$ cat src/iir5_pkg.sv
// Shared constants, types and register codes for the fifth-order IIR filter.
// No dependencies; every other file of the filter refers to this package.
package iir5_pkg;

    localparam int TAPS           = 6;
    localparam int SAMPLE_WIDTH   = 32;
    localparam int COEF_FRAC_BITS = 26;

    localparam int COEF_W      = 32;
    localparam int COEF_SLOTS  = 6;
    localparam int TAP_W       = $clog2(COEF_SLOTS);
    localparam int HDEPTH      = TAPS - 1;
    localparam int HIST_IDX_W  = (HDEPTH > 1) ? $clog2(HDEPTH) : 1;
    localparam int NUM_STEPS   = 2 * TAPS - 1;
    localparam int STEP_W      = $clog2(NUM_STEPS);
    localparam int PROD_W      = SAMPLE_WIDTH + COEF_W;
    localparam int ACC_W       = PROD_W + 4;

    localparam int CFG_W     = 64;
    localparam int CFG_IDX_W = 3;

    localparam logic [CFG_IDX_W-1:0] REG_FEED_FWD_01 = 3'd0;
    localparam logic [CFG_IDX_W-1:0] REG_FEED_FWD_23 = 3'd1;
    localparam logic [CFG_IDX_W-1:0] REG_FEED_FWD_45 = 3'd2;
    localparam logic [CFG_IDX_W-1:0] REG_FEEDBACK_12 = 3'd3;
    localparam logic [CFG_IDX_W-1:0] REG_FEEDBACK_34 = 3'd4;
    localparam logic [CFG_IDX_W-1:0] REG_FEEDBACK_5  = 3'd5;

    localparam logic signed [ACC_W-1:0] ROUND_HALF = ACC_W'(1) << (COEF_FRAC_BITS - 1);
    localparam logic signed [ACC_W-1:0] SAT_MAX    = (ACC_W'(1) << (SAMPLE_WIDTH - 1)) - ACC_W'(1);
    localparam logic signed [ACC_W-1:0] SAT_MIN    = ~SAT_MAX;

    typedef logic signed [COEF_W-1:0]       coef_t;
    typedef logic signed [SAMPLE_WIDTH-1:0] sample_t;
    typedef logic signed [ACC_W-1:0]        acc_t;

    typedef struct packed {
        logic clear;
        logic mul_en;
        logic negate;
    } mac_ctrl_t;

    typedef enum logic [3:0] {
        ST_IDLE  = 4'b0001,
        ST_MAC   = 4'b0010,
        ST_DRAIN = 4'b0100,
        ST_ROUND = 4'b1000
    } state_t;

endpackage

$ cat src/iir5_in_if.sv
// Request channel that carries input samples into the filter.
// Depends on iir5_pkg for the sample width.
interface iir5_in_if;
    logic                  valid;
    logic                  ready;
    iir5_pkg::sample_t     sample_in;

    modport source (output valid, output sample_in, input ready);
    modport sink (input valid, input sample_in, output ready);
endinterface

$ cat src/iir5_out_if.sv
// Request channel that carries filtered samples out of the filter.
// Depends on iir5_pkg for the sample width.
interface iir5_out_if;
    logic                  valid;
    logic                  ready;
    iir5_pkg::sample_t     sample_out;

    modport source (output valid, output sample_out, input ready);
    modport sink (input valid, input sample_out, output ready);
endinterface

$ cat src/iir5_coef_regs.sv
// Coefficient register file: unpacks the packed configuration writes into b and a terms.
// Depends on iir5_pkg.
module iir5_coef_regs (
    input  logic                           clk,
    input  logic                           rst_n,
    input  logic                           cfg_we,
    input  logic [iir5_pkg::CFG_IDX_W-1:0] cfg_index,
    input  logic [iir5_pkg::CFG_W-1:0]     cfg_data,
    output iir5_pkg::coef_t                coef_b [iir5_pkg::COEF_SLOTS],
    output iir5_pkg::coef_t                coef_a [1:iir5_pkg::COEF_SLOTS-1]
);

    iir5_pkg::coef_t coef_b_reg [iir5_pkg::COEF_SLOTS];
    iir5_pkg::coef_t coef_a_reg [1:iir5_pkg::COEF_SLOTS-1];

    always_ff @(posedge clk or negedge rst_n)
    begin
        if (!rst_n)
        begin
            for (int i = 0; i < iir5_pkg::COEF_SLOTS; i++)
            begin
                coef_b_reg[i] <= '0;
            end
            for (int i = 1; i < iir5_pkg::COEF_SLOTS; i++)
            begin
                coef_a_reg[i] <= '0;
            end
        end
        else if (cfg_we)
        begin
            unique case (cfg_index)
                iir5_pkg::REG_FEED_FWD_01:
                begin
                    coef_b_reg[0] <= cfg_data[31:0];
                    coef_b_reg[1] <= cfg_data[63:32];
                end
                iir5_pkg::REG_FEED_FWD_23:
                begin
                    coef_b_reg[2] <= cfg_data[31:0];
                    coef_b_reg[3] <= cfg_data[63:32];
                end
                iir5_pkg::REG_FEED_FWD_45:
                begin
                    coef_b_reg[4] <= cfg_data[31:0];
                    coef_b_reg[5] <= cfg_data[63:32];
                end
                iir5_pkg::REG_FEEDBACK_12:
                begin
                    coef_a_reg[1] <= cfg_data[31:0];
                    coef_a_reg[2] <= cfg_data[63:32];
                end
                iir5_pkg::REG_FEEDBACK_34:
                begin
                    coef_a_reg[3] <= cfg_data[31:0];
                    coef_a_reg[4] <= cfg_data[63:32];
                end
                iir5_pkg::REG_FEEDBACK_5:
                begin
                    coef_a_reg[5] <= cfg_data[31:0];
                end
                default:
                begin
                end
            endcase
        end
    end

    assign coef_b = coef_b_reg;
    assign coef_a = coef_a_reg;

endmodule

$ cat src/iir5_mac.sv
// Shared multiply-accumulate unit: one registered signed product, then an exact accumulator.
// Depends on iir5_pkg.
module iir5_mac (
    input  logic                clk,
    input  logic                rst_n,
    input  iir5_pkg::mac_ctrl_t ctrl,
    input  iir5_pkg::sample_t   sample,
    input  iir5_pkg::coef_t     coef,
    output iir5_pkg::acc_t      acc
);

    logic signed [iir5_pkg::PROD_W-1:0] prod_reg;
    logic                               prod_valid_reg;
    logic                               prod_neg_reg;
    iir5_pkg::acc_t                     acc_reg;
    iir5_pkg::acc_t                     acc_next;
    iir5_pkg::acc_t                     prod_ext;

    always_ff @(posedge clk)
    begin
        if (ctrl.mul_en)
        begin
            prod_reg <= iir5_pkg::PROD_W'(sample) * iir5_pkg::PROD_W'(coef);
        end
    end

    always_ff @(posedge clk or negedge rst_n)
    begin
        if (!rst_n)
        begin
            prod_valid_reg <= 1'b0;
            prod_neg_reg   <= 1'b0;
            acc_reg        <= '0;
        end
        else
        begin
            prod_valid_reg <= ctrl.mul_en;
            prod_neg_reg   <= ctrl.negate;
            acc_reg        <= acc_next;
        end
    end

    assign prod_ext = {{(iir5_pkg::ACC_W - iir5_pkg::PROD_W){prod_reg[iir5_pkg::PROD_W-1]}},
                       prod_reg};

    always_comb
    begin
        acc_next = acc_reg;
        if (ctrl.clear)
        begin
            acc_next = '0;
        end
        else if (prod_valid_reg)
        begin
            acc_next = prod_neg_reg ? (acc_reg - prod_ext) : (acc_reg + prod_ext);
        end
    end

    assign acc = acc_reg;

endmodule

$ cat src/iir_fifth_order_filter_core.sv
// Fifth-order direct form I IIR filter with one shared multiply-accumulate unit.
// An accepted input request passes through ST_MAC, ST_DRAIN and ST_ROUND before the output request is valid.
// The 11 products share the single multiplier, so a new sample is accepted only back in ST_IDLE.
// The output register lets the next sample enter while a result waits to be taken.
// Reset (asynchronous, active low) clears the histories, coefficients and all control state.
module iir_fifth_order_filter_core (
    input  logic                           clk,
    input  logic                           rst_n,
    input  logic                           cfg_we,
    input  logic [iir5_pkg::CFG_IDX_W-1:0] cfg_index,
    input  logic [iir5_pkg::CFG_W-1:0]     cfg_data,
    iir5_in_if.sink                        x_stream,
    iir5_out_if.source                     y_stream
);

    iir5_pkg::coef_t coef_b [iir5_pkg::COEF_SLOTS];
    iir5_pkg::coef_t coef_a [1:iir5_pkg::COEF_SLOTS-1];

    iir5_pkg::state_t  state_reg;
    iir5_pkg::state_t  state_next;
    logic [iir5_pkg::STEP_W-1:0] step_reg;
    logic [iir5_pkg::STEP_W-1:0] step_next;

    iir5_pkg::sample_t x_reg;
    iir5_pkg::sample_t x_hist_reg [iir5_pkg::HDEPTH];
    iir5_pkg::sample_t y_hist_reg [iir5_pkg::HDEPTH];
    logic              y_valid_reg;
    iir5_pkg::sample_t y_data_reg;

    iir5_pkg::mac_ctrl_t mac_ctrl;
    iir5_pkg::sample_t   mac_sample;
    iir5_pkg::coef_t     mac_coef;
    iir5_pkg::acc_t      acc;
    iir5_pkg::acc_t      acc_rnd;
    iir5_pkg::acc_t      acc_shift;
    iir5_pkg::sample_t   y_sat;

    logic [iir5_pkg::STEP_W-1:0]     step_inc;
    logic [iir5_pkg::TAP_W-1:0]      tap;
    logic [iir5_pkg::HIST_IDX_W-1:0] hidx;
    logic                            in_fire;
    logic                            out_free;
    logic                            finish;

    iir5_coef_regs u_coef_regs (
        .clk       (clk),
        .rst_n     (rst_n),
        .cfg_we    (cfg_we),
        .cfg_index (cfg_index),
        .cfg_data  (cfg_data),
        .coef_b    (coef_b),
        .coef_a    (coef_a)
    );

    iir5_mac u_mac (
        .clk    (clk),
        .rst_n  (rst_n),
        .ctrl   (mac_ctrl),
        .sample (mac_sample),
        .coef   (mac_coef),
        .acc    (acc)
    );

    assign x_stream.ready = (state_reg == iir5_pkg::ST_IDLE);
    assign in_fire        = x_stream.valid && x_stream.ready;
    assign out_free       = !y_valid_reg || y_stream.ready;
    assign finish         = (state_reg == iir5_pkg::ST_ROUND) && out_free;

    // Step 0 is b0*x; odd steps take b(i)*x[n-i], even steps take -a(i)*y[n-i].
    assign step_inc = step_reg + iir5_pkg::STEP_W'(1);
    assign tap      = iir5_pkg::TAP_W'(step_inc >> 1);
    assign hidx     = iir5_pkg::HIST_IDX_W'(tap - iir5_pkg::TAP_W'(1));

    always_comb
    begin
        mac_ctrl.clear  = in_fire;
        mac_ctrl.mul_en = (state_reg == iir5_pkg::ST_MAC);
        mac_ctrl.negate = 1'b0;
        mac_sample      = x_reg;
        mac_coef        = coef_b[0];
        if (step_reg != '0)
        begin
            if (step_reg[0])
            begin
                mac_sample = x_hist_reg[hidx];
                mac_coef   = coef_b[tap];
            end
            else
            begin
                mac_sample      = y_hist_reg[hidx];
                mac_coef        = coef_a[tap];
                mac_ctrl.negate = 1'b1;
            end
        end
    end

    always_comb
    begin
        state_next = state_reg;
        step_next  = step_reg;
        unique case (state_reg)
            iir5_pkg::ST_IDLE:
            begin
                if (in_fire)
                begin
                    state_next = iir5_pkg::ST_MAC;
                    step_next  = '0;
                end
            end
            iir5_pkg::ST_MAC:
            begin
                if (step_reg == iir5_pkg::STEP_W'(iir5_pkg::NUM_STEPS - 1))
                begin
                    state_next = iir5_pkg::ST_DRAIN;
                end
                else
                begin
                    step_next = step_inc;
                end
            end
            iir5_pkg::ST_DRAIN:
            begin
                state_next = iir5_pkg::ST_ROUND;
            end
            iir5_pkg::ST_ROUND:
            begin
                if (out_free)
                begin
                    state_next = iir5_pkg::ST_IDLE;
                end
            end
            default:
            begin
                state_next = iir5_pkg::ST_IDLE;
            end
        endcase
    end

    // Round to nearest with ties upward, then saturate to the sample range.
    assign acc_rnd   = acc + iir5_pkg::ROUND_HALF;
    assign acc_shift = acc_rnd >>> iir5_pkg::COEF_FRAC_BITS;

    always_comb
    begin
        if (acc_shift > iir5_pkg::SAT_MAX)
        begin
            y_sat = iir5_pkg::SAT_MAX[iir5_pkg::SAMPLE_WIDTH-1:0];
        end
        else if (acc_shift < iir5_pkg::SAT_MIN)
        begin
            y_sat = iir5_pkg::SAT_MIN[iir5_pkg::SAMPLE_WIDTH-1:0];
        end
        else
        begin
            y_sat = acc_shift[iir5_pkg::SAMPLE_WIDTH-1:0];
        end
    end

    always_ff @(posedge clk)
    begin
        if (in_fire)
        begin
            x_reg <= x_stream.sample_in;
        end
        if (finish)
        begin
            y_data_reg <= y_sat;
        end
    end

    always_ff @(posedge clk or negedge rst_n)
    begin
        if (!rst_n)
        begin
            state_reg   <= iir5_pkg::ST_IDLE;
            step_reg    <= '0;
            y_valid_reg <= 1'b0;
            for (int i = 0; i < iir5_pkg::HDEPTH; i++)
            begin
                x_hist_reg[i] <= '0;
                y_hist_reg[i] <= '0;
            end
        end
        else
        begin
            state_reg <= state_next;
            step_reg  <= step_next;
            if (finish)
            begin
                y_valid_reg   <= 1'b1;
                x_hist_reg[0] <= x_reg;
                y_hist_reg[0] <= y_sat;
                for (int i = 1; i < iir5_pkg::HDEPTH; i++)
                begin
                    x_hist_reg[i] <= x_hist_reg[i-1];
                    y_hist_reg[i] <= y_hist_reg[i-1];
                end
            end
            else if (y_stream.ready)
            begin
                y_valid_reg <= 1'b0;
            end
        end
    end

    assign y_stream.valid      = y_valid_reg;
    assign y_stream.sample_out = y_data_reg;

`ifndef NO_ASSERTIONS
    a_accept_starts_mac: assert property (@(posedge clk) disable iff (!rst_n)
        x_stream.valid && x_stream.ready |=> state_reg == iir5_pkg::ST_MAC && step_reg == '0)
        else $error("accepted request did not start the product sequence");

    a_drain_after_last_step: assert property (@(posedge clk) disable iff (!rst_n)
        state_reg == iir5_pkg::ST_DRAIN |->
            $past(state_reg) == iir5_pkg::ST_MAC &&
            $past(step_reg) == iir5_pkg::STEP_W'(iir5_pkg::NUM_STEPS - 1))
        else $error("drain entered before all products were issued");

    a_result_from_round: assert property (@(posedge clk) disable iff (!rst_n)
        $rose(y_valid_reg) |-> $past(state_reg) == iir5_pkg::ST_ROUND)
        else $error("output request raised outside the rounding step");
`endif

endmodule

$ cat src/flat_wrapper.sv
// flat-port wrapper written by rule: the top's interface ports become plain ports
module iir_fifth_order_filter_core_flat 
  (clk, rst_n, cfg_we, cfg_index, cfg_data, x_stream_valid, x_stream_sample_in, x_stream_ready, y_stream_valid, y_stream_sample_out, y_stream_ready);
  iir5_in_if x_stream_i ();
  iir5_out_if y_stream_i ();
  input  logic clk;
  input  logic rst_n;
  input  logic cfg_we;
  input  logic [iir5_pkg::CFG_IDX_W-1:0] cfg_index;
  input  logic [iir5_pkg::CFG_W-1:0] cfg_data;
  input wire logic [$bits(x_stream_i.valid)-1:0] x_stream_valid;
  input wire logic [$bits(x_stream_i.sample_in)-1:0] x_stream_sample_in;
  output wire logic [$bits(x_stream_i.ready)-1:0] x_stream_ready;
  output wire logic [$bits(y_stream_i.valid)-1:0] y_stream_valid;
  output wire logic [$bits(y_stream_i.sample_out)-1:0] y_stream_sample_out;
  input wire logic [$bits(y_stream_i.ready)-1:0] y_stream_ready;
  assign x_stream_i.valid = x_stream_valid;
  assign x_stream_i.sample_in = x_stream_sample_in;
  assign x_stream_ready = x_stream_i.ready;
  assign y_stream_valid = y_stream_i.valid;
  assign y_stream_sample_out = y_stream_i.sample_out;
  assign y_stream_i.ready = y_stream_ready;
  iir_fifth_order_filter_core u_core (.clk(clk), .rst_n(rst_n), .cfg_we(cfg_we), .cfg_index(cfg_index), .cfg_data(cfg_data), .x_stream(x_stream_i), .y_stream(y_stream_i));
endmodule
$ cat config.mk
export PLATFORM = sky130hd
export DESIGN_NAME = iir_fifth_order_filter_core_flat
export DESIGN_NICKNAME = d
export VERILOG_FILES = /design/src/iir5_pkg.sv /design/src/iir5_in_if.sv /design/src/iir5_out_if.sv /design/src/iir5_coef_regs.sv /design/src/iir5_mac.sv /design/src/iir_fifth_order_filter_core.sv /design/src/flat_wrapper.sv
export SDC_FILE = /design/constraint.sdc
export NUM_CORES = 2
export LEC_CHECK = 0
export BUFFER_PORTS_ARGS = -buffer_cell sky130_fd_sc_hd__clkbuf_2
export CORE_AREA = 2 2 398 400
export CTS_BUF_LIST = sky130_fd_sc_hd__clkbuf_8
export CTS_CLUSTER_DIAMETER = 120
export DETAILED_ROUTE_END_ITERATION = 8
export DIE_AREA = 0 0 400 402
export PLACE_DENSITY = 0.67
export SLEW_MARGIN = 20
export SYNTH_ARGS = -nofsm -noshare
export SYNTH_HDL_FRONTEND = slang
export SYNTH_SLANG_ARGS = --single-unit
export TNS_END_PERCENT = 10
$ cat constraint.sdc
create_clock -name clk -period 26.4 [get_ports clk]
set_input_delay 2.64 -clock clk [delete_from_list [all_inputs] [get_ports clk]]
set_output_delay 2.64 -clock clk [all_outputs]
set_load 0.005 [all_outputs]
==> results.json <==
{
  "nFillCells": 13700,
  "dp_hpwl_um": 171000,
  "ys_async_sr_fraction_pct": 85.4,
  "syn_to_final_growth_pct": 7.51,
  "ios": 138,
  "r2r_slack_ns": 13.17,
  "htreeDepth": 4,
  "num_vias": 58800,
  "clk_latency_ns": 0.86,
  "critPathCapture": "u_core.u_mac.prod_reg[55]",
  "crit_path_end_kind": "flop",
  "gr-usage-all-layers_pct": 29.1,
  "failed_checks": "design-rule violations",
  "rsz0062_at_grt": "false",
  "antenna_found_initial": 8,
  "setup_tns_ns": 0,
  "crit_buf_inv": 6,
  "drive_gt1_share_pct": 14.1,
  "worst_r2r_path_depth": 35,
  "cp.required_ns": 26.99,
  "setup_viol": 0,
  "cts_num_sinks": 879,
  "die_area_um2": 161000,
  "seq_area_um2": 22600,
  "dieHeight_um": 402,
  "r2r_end": "u_core.u_mac.prod_reg[55]",
  "synthDistinctLibCells": 87,
  "hp-class": "reg2reg",
  "cts_buffers": 147,
  "grt_overflow": 0,
  "max_stage_delay_ns": 0.83,
  "start_util_pct": 50.6,
  "postCtsSetupBuffers": 0,
  "synth_edf_count": 128,
  "post_drt_wl_per_cell_um": 22.5,
  "ys_warn_count": 0,
  "grt_pass1_vias": 62400,
  "drv_slew": 0,
  "final.min_clock_period_ns": 13.23,
  "tritoncts": "done",
  "synth_cells": 8007,
  "cts_root_buf": "clkbuf_8",
  "ant_nets": 0,
  "worstMarginPinSlew_ns": 1.25,
  "grt_start_max_net_pins": 227,
  "ctsResizeCount": 0,
  "crit_start": "u_core.step_reg[0]",
  "syn_area_um2": 79500,
  "fmax_mhz": 75.6,
  "viasPerCell": 5.77,
  "maxCapViolCount": 0,
  "drc": 1,
  "port-buffer-count": 137,
  "cts_hold_buf": 0,
  "gp_congestion": 0.960,
  "period_share_pct": 50.1,
  "clk_pin_slew_worst_paths_ns": 0.06,
  "finClkSkew_ns": 0.0438,
  "critPathArrivalTime_ns": 13.82,
  "synthFlopType": "dfrtp_1",
  "r2r_start": "u_core.step_reg[0]",
  "largest_reg_flops": 192,
  "routed_wl_um": 229000,
  "status": "finished with violations",
  "maxSlewHeadroom_pct": 15.8,
  "avgSynthCellArea_um2": 9.93,
  "crit_path_top_delay_cell": "dfrtp_4",
  "layout.nets": 9422,
  "critPathTopFamily": "adder cells",
  "ys_seq_area_share_pct": 28.5,
  "clk_path_buf_depth": 3,
  "multi_input_area_um2": 51800,
  "hold_violations": 0,
  "crit_cells": 35,
  "synth_nets": 9451,
  "path_max_fanout": 60,
  "yosys_register_bits": 879,
  "core_area_um2": 157000,
  "firstDrtPassIters": 9,
  "cpMostUsedCell": "fa_1",
  "die_x_um": 400,
  "rows": 146,
  "startpoint_type": "flop",
  "worstSetupPathType": "reg2reg",
  "grt_pass1_wl_um": 358000,
  "drt_iter0_markers": 4793
}
layer usage:
metal | vias to the layer above | global-route usage (%) | part of all wire [%]
li1 | 25400 | - | -
met1 | 30300 | 37.4 | 39
met2 | 2476 | 47.2 | 48
met3 | 574 | 6.50 | 8.3
met4 | 4 | 12.9 | 4.9
met5 | - | 0 | 0.013
worst min-delay path, delay by kind of cell (launching register included):
kind | cells | cell delay [ns]
AND/OR/NAND/NOR | 2 | 0.10
flip-flops | 1 | 0.36
layout make-up:
type	instances	area share [%]
Antenna cell	4	0.0117
Clock inverter	94	0.672
Sequential cell	879	26.5
Clock buffer	176	2.83
Timing Repair Buffer	245	1.84
Inverter	1017	4.48
Multi-Input combinational cell	5688	60.6
Tap cell	2072	3.03
layout by cell type (no fill, tap or decap), types with 145 or more instances in the layout:
master,n
a21oi_1,259
clkbuf_8,176
dfrtp_1,747
fa_1,1083
ha_1,255
inv_1,1059
mux2_2,433
nand2_1,1605
nor2_1,736
o21ai_0,145
xnor2_1,161
cells by family after synthesis:
| family | Yosys count | synth area share, % |
|---|---|---|
| AO/OA/AOI/OAI | 729 | 5.65 |
| XOR/XNOR | 228 | 2.51 |
| adder cells (fa/ha/maj) | 1340 | 31.3 |
| buffers and inverters | 1440 | 6.84 |
| flip-flops | 879 | 28.5 |
| multiplexers | 694 | 11.4 |
| AND/OR/NAND/NOR | 2697 | 13.8 |
Yosys cell counts, types with 4 or more instances:
cell type	n	area, um2
or2_2	13	81.3
and3_1	17	106
ha_1	257	3220
mux2i_1	132	1320
nor2b_1	20	125
a211oi_1	9	67.6
and2_1	28	175
nand2_1	1606	6030
xor2_1	65	569
o211ai_1	8	60.1
nand2b_1	49	307
a21o_1	76	571
mux2_2	433	4880
a41oi_1	5	43.8
xnor2_1	163	1430
nor3_1	58	290
nand3b_1	4	30.0
dfrtp_1	750	18800
mux4_2	128	2880
o22ai_1	4	25.0
and4_1	5	43.8
inv_1	1011	3790
nor3b_1	7	52.6
buf_1	51	191
o21ai_2	30	263
buf_2	9	45.0
nor4_1	11	68.8
clkbuf_1	360	1350
o21bai_1	29	218
nand3_1	88	440
nor2_1	737	2770
a31oi_1	64	400
a21oi_1	259	1300
nand4_1	27	169
edfxtp_1	128	3840
a221o_1	4	40.0
o21ai_0	147	736
clkinv_1	5	18.8
fa_1	1083	21700
o21a_1	13	97.6
o31ai_1	38	285
or4_1	6	45.0
through the flow:
step | area [um2] | util [%] | std cells | worst slack, ns | hold WS (ns)
floorplan | 79500 | - | 8007 | 14.93 | 0.440
global placement | 82400 | 52.5 | 9900 | 13.48 | 0.458
detailed placement | 82400 | 52.5 | 9900 | 13.36 | 0.462
CTS | 85400 | 54.4 | 10200 | 13.32 | 0.469
global route | 85500 | 54.4 | 10200 | 12.70 | 0.493
finish | 85500 | 54.4 | 10200 | 13.17 | 0.470
how the worst min path moves through the flow:
| stage | to | slack [ns] | start | depth (start not counted) |
|---|---|---|---|---|
| floorplan | u_core.x_hist_reg[128] | 0.44 | u_core.x_reg[0] | 2 |
| global placement | u_core.x_hist_reg[19] | 0.46 | u_core.x_hist_reg[19] | 2 |
| detailed placement | u_core.x_hist_reg[12] | 0.46 | u_core.x_hist_reg[12] | 2 |
| CTS | u_core.x_hist_reg[45] | 0.47 | u_core.x_hist_reg[77] | 2 |
| global route | u_core.y_hist_reg[15] | 0.49 | u_core.y_hist_reg[15] | 2 |
| finish | u_core.x_hist_reg[45] | 0.47 | u_core.x_hist_reg[77] | 2 |
Power is left out: the tool's default activity adds up to more than one toggle a clock period on the data nets, which glitch-free logic cannot reach.
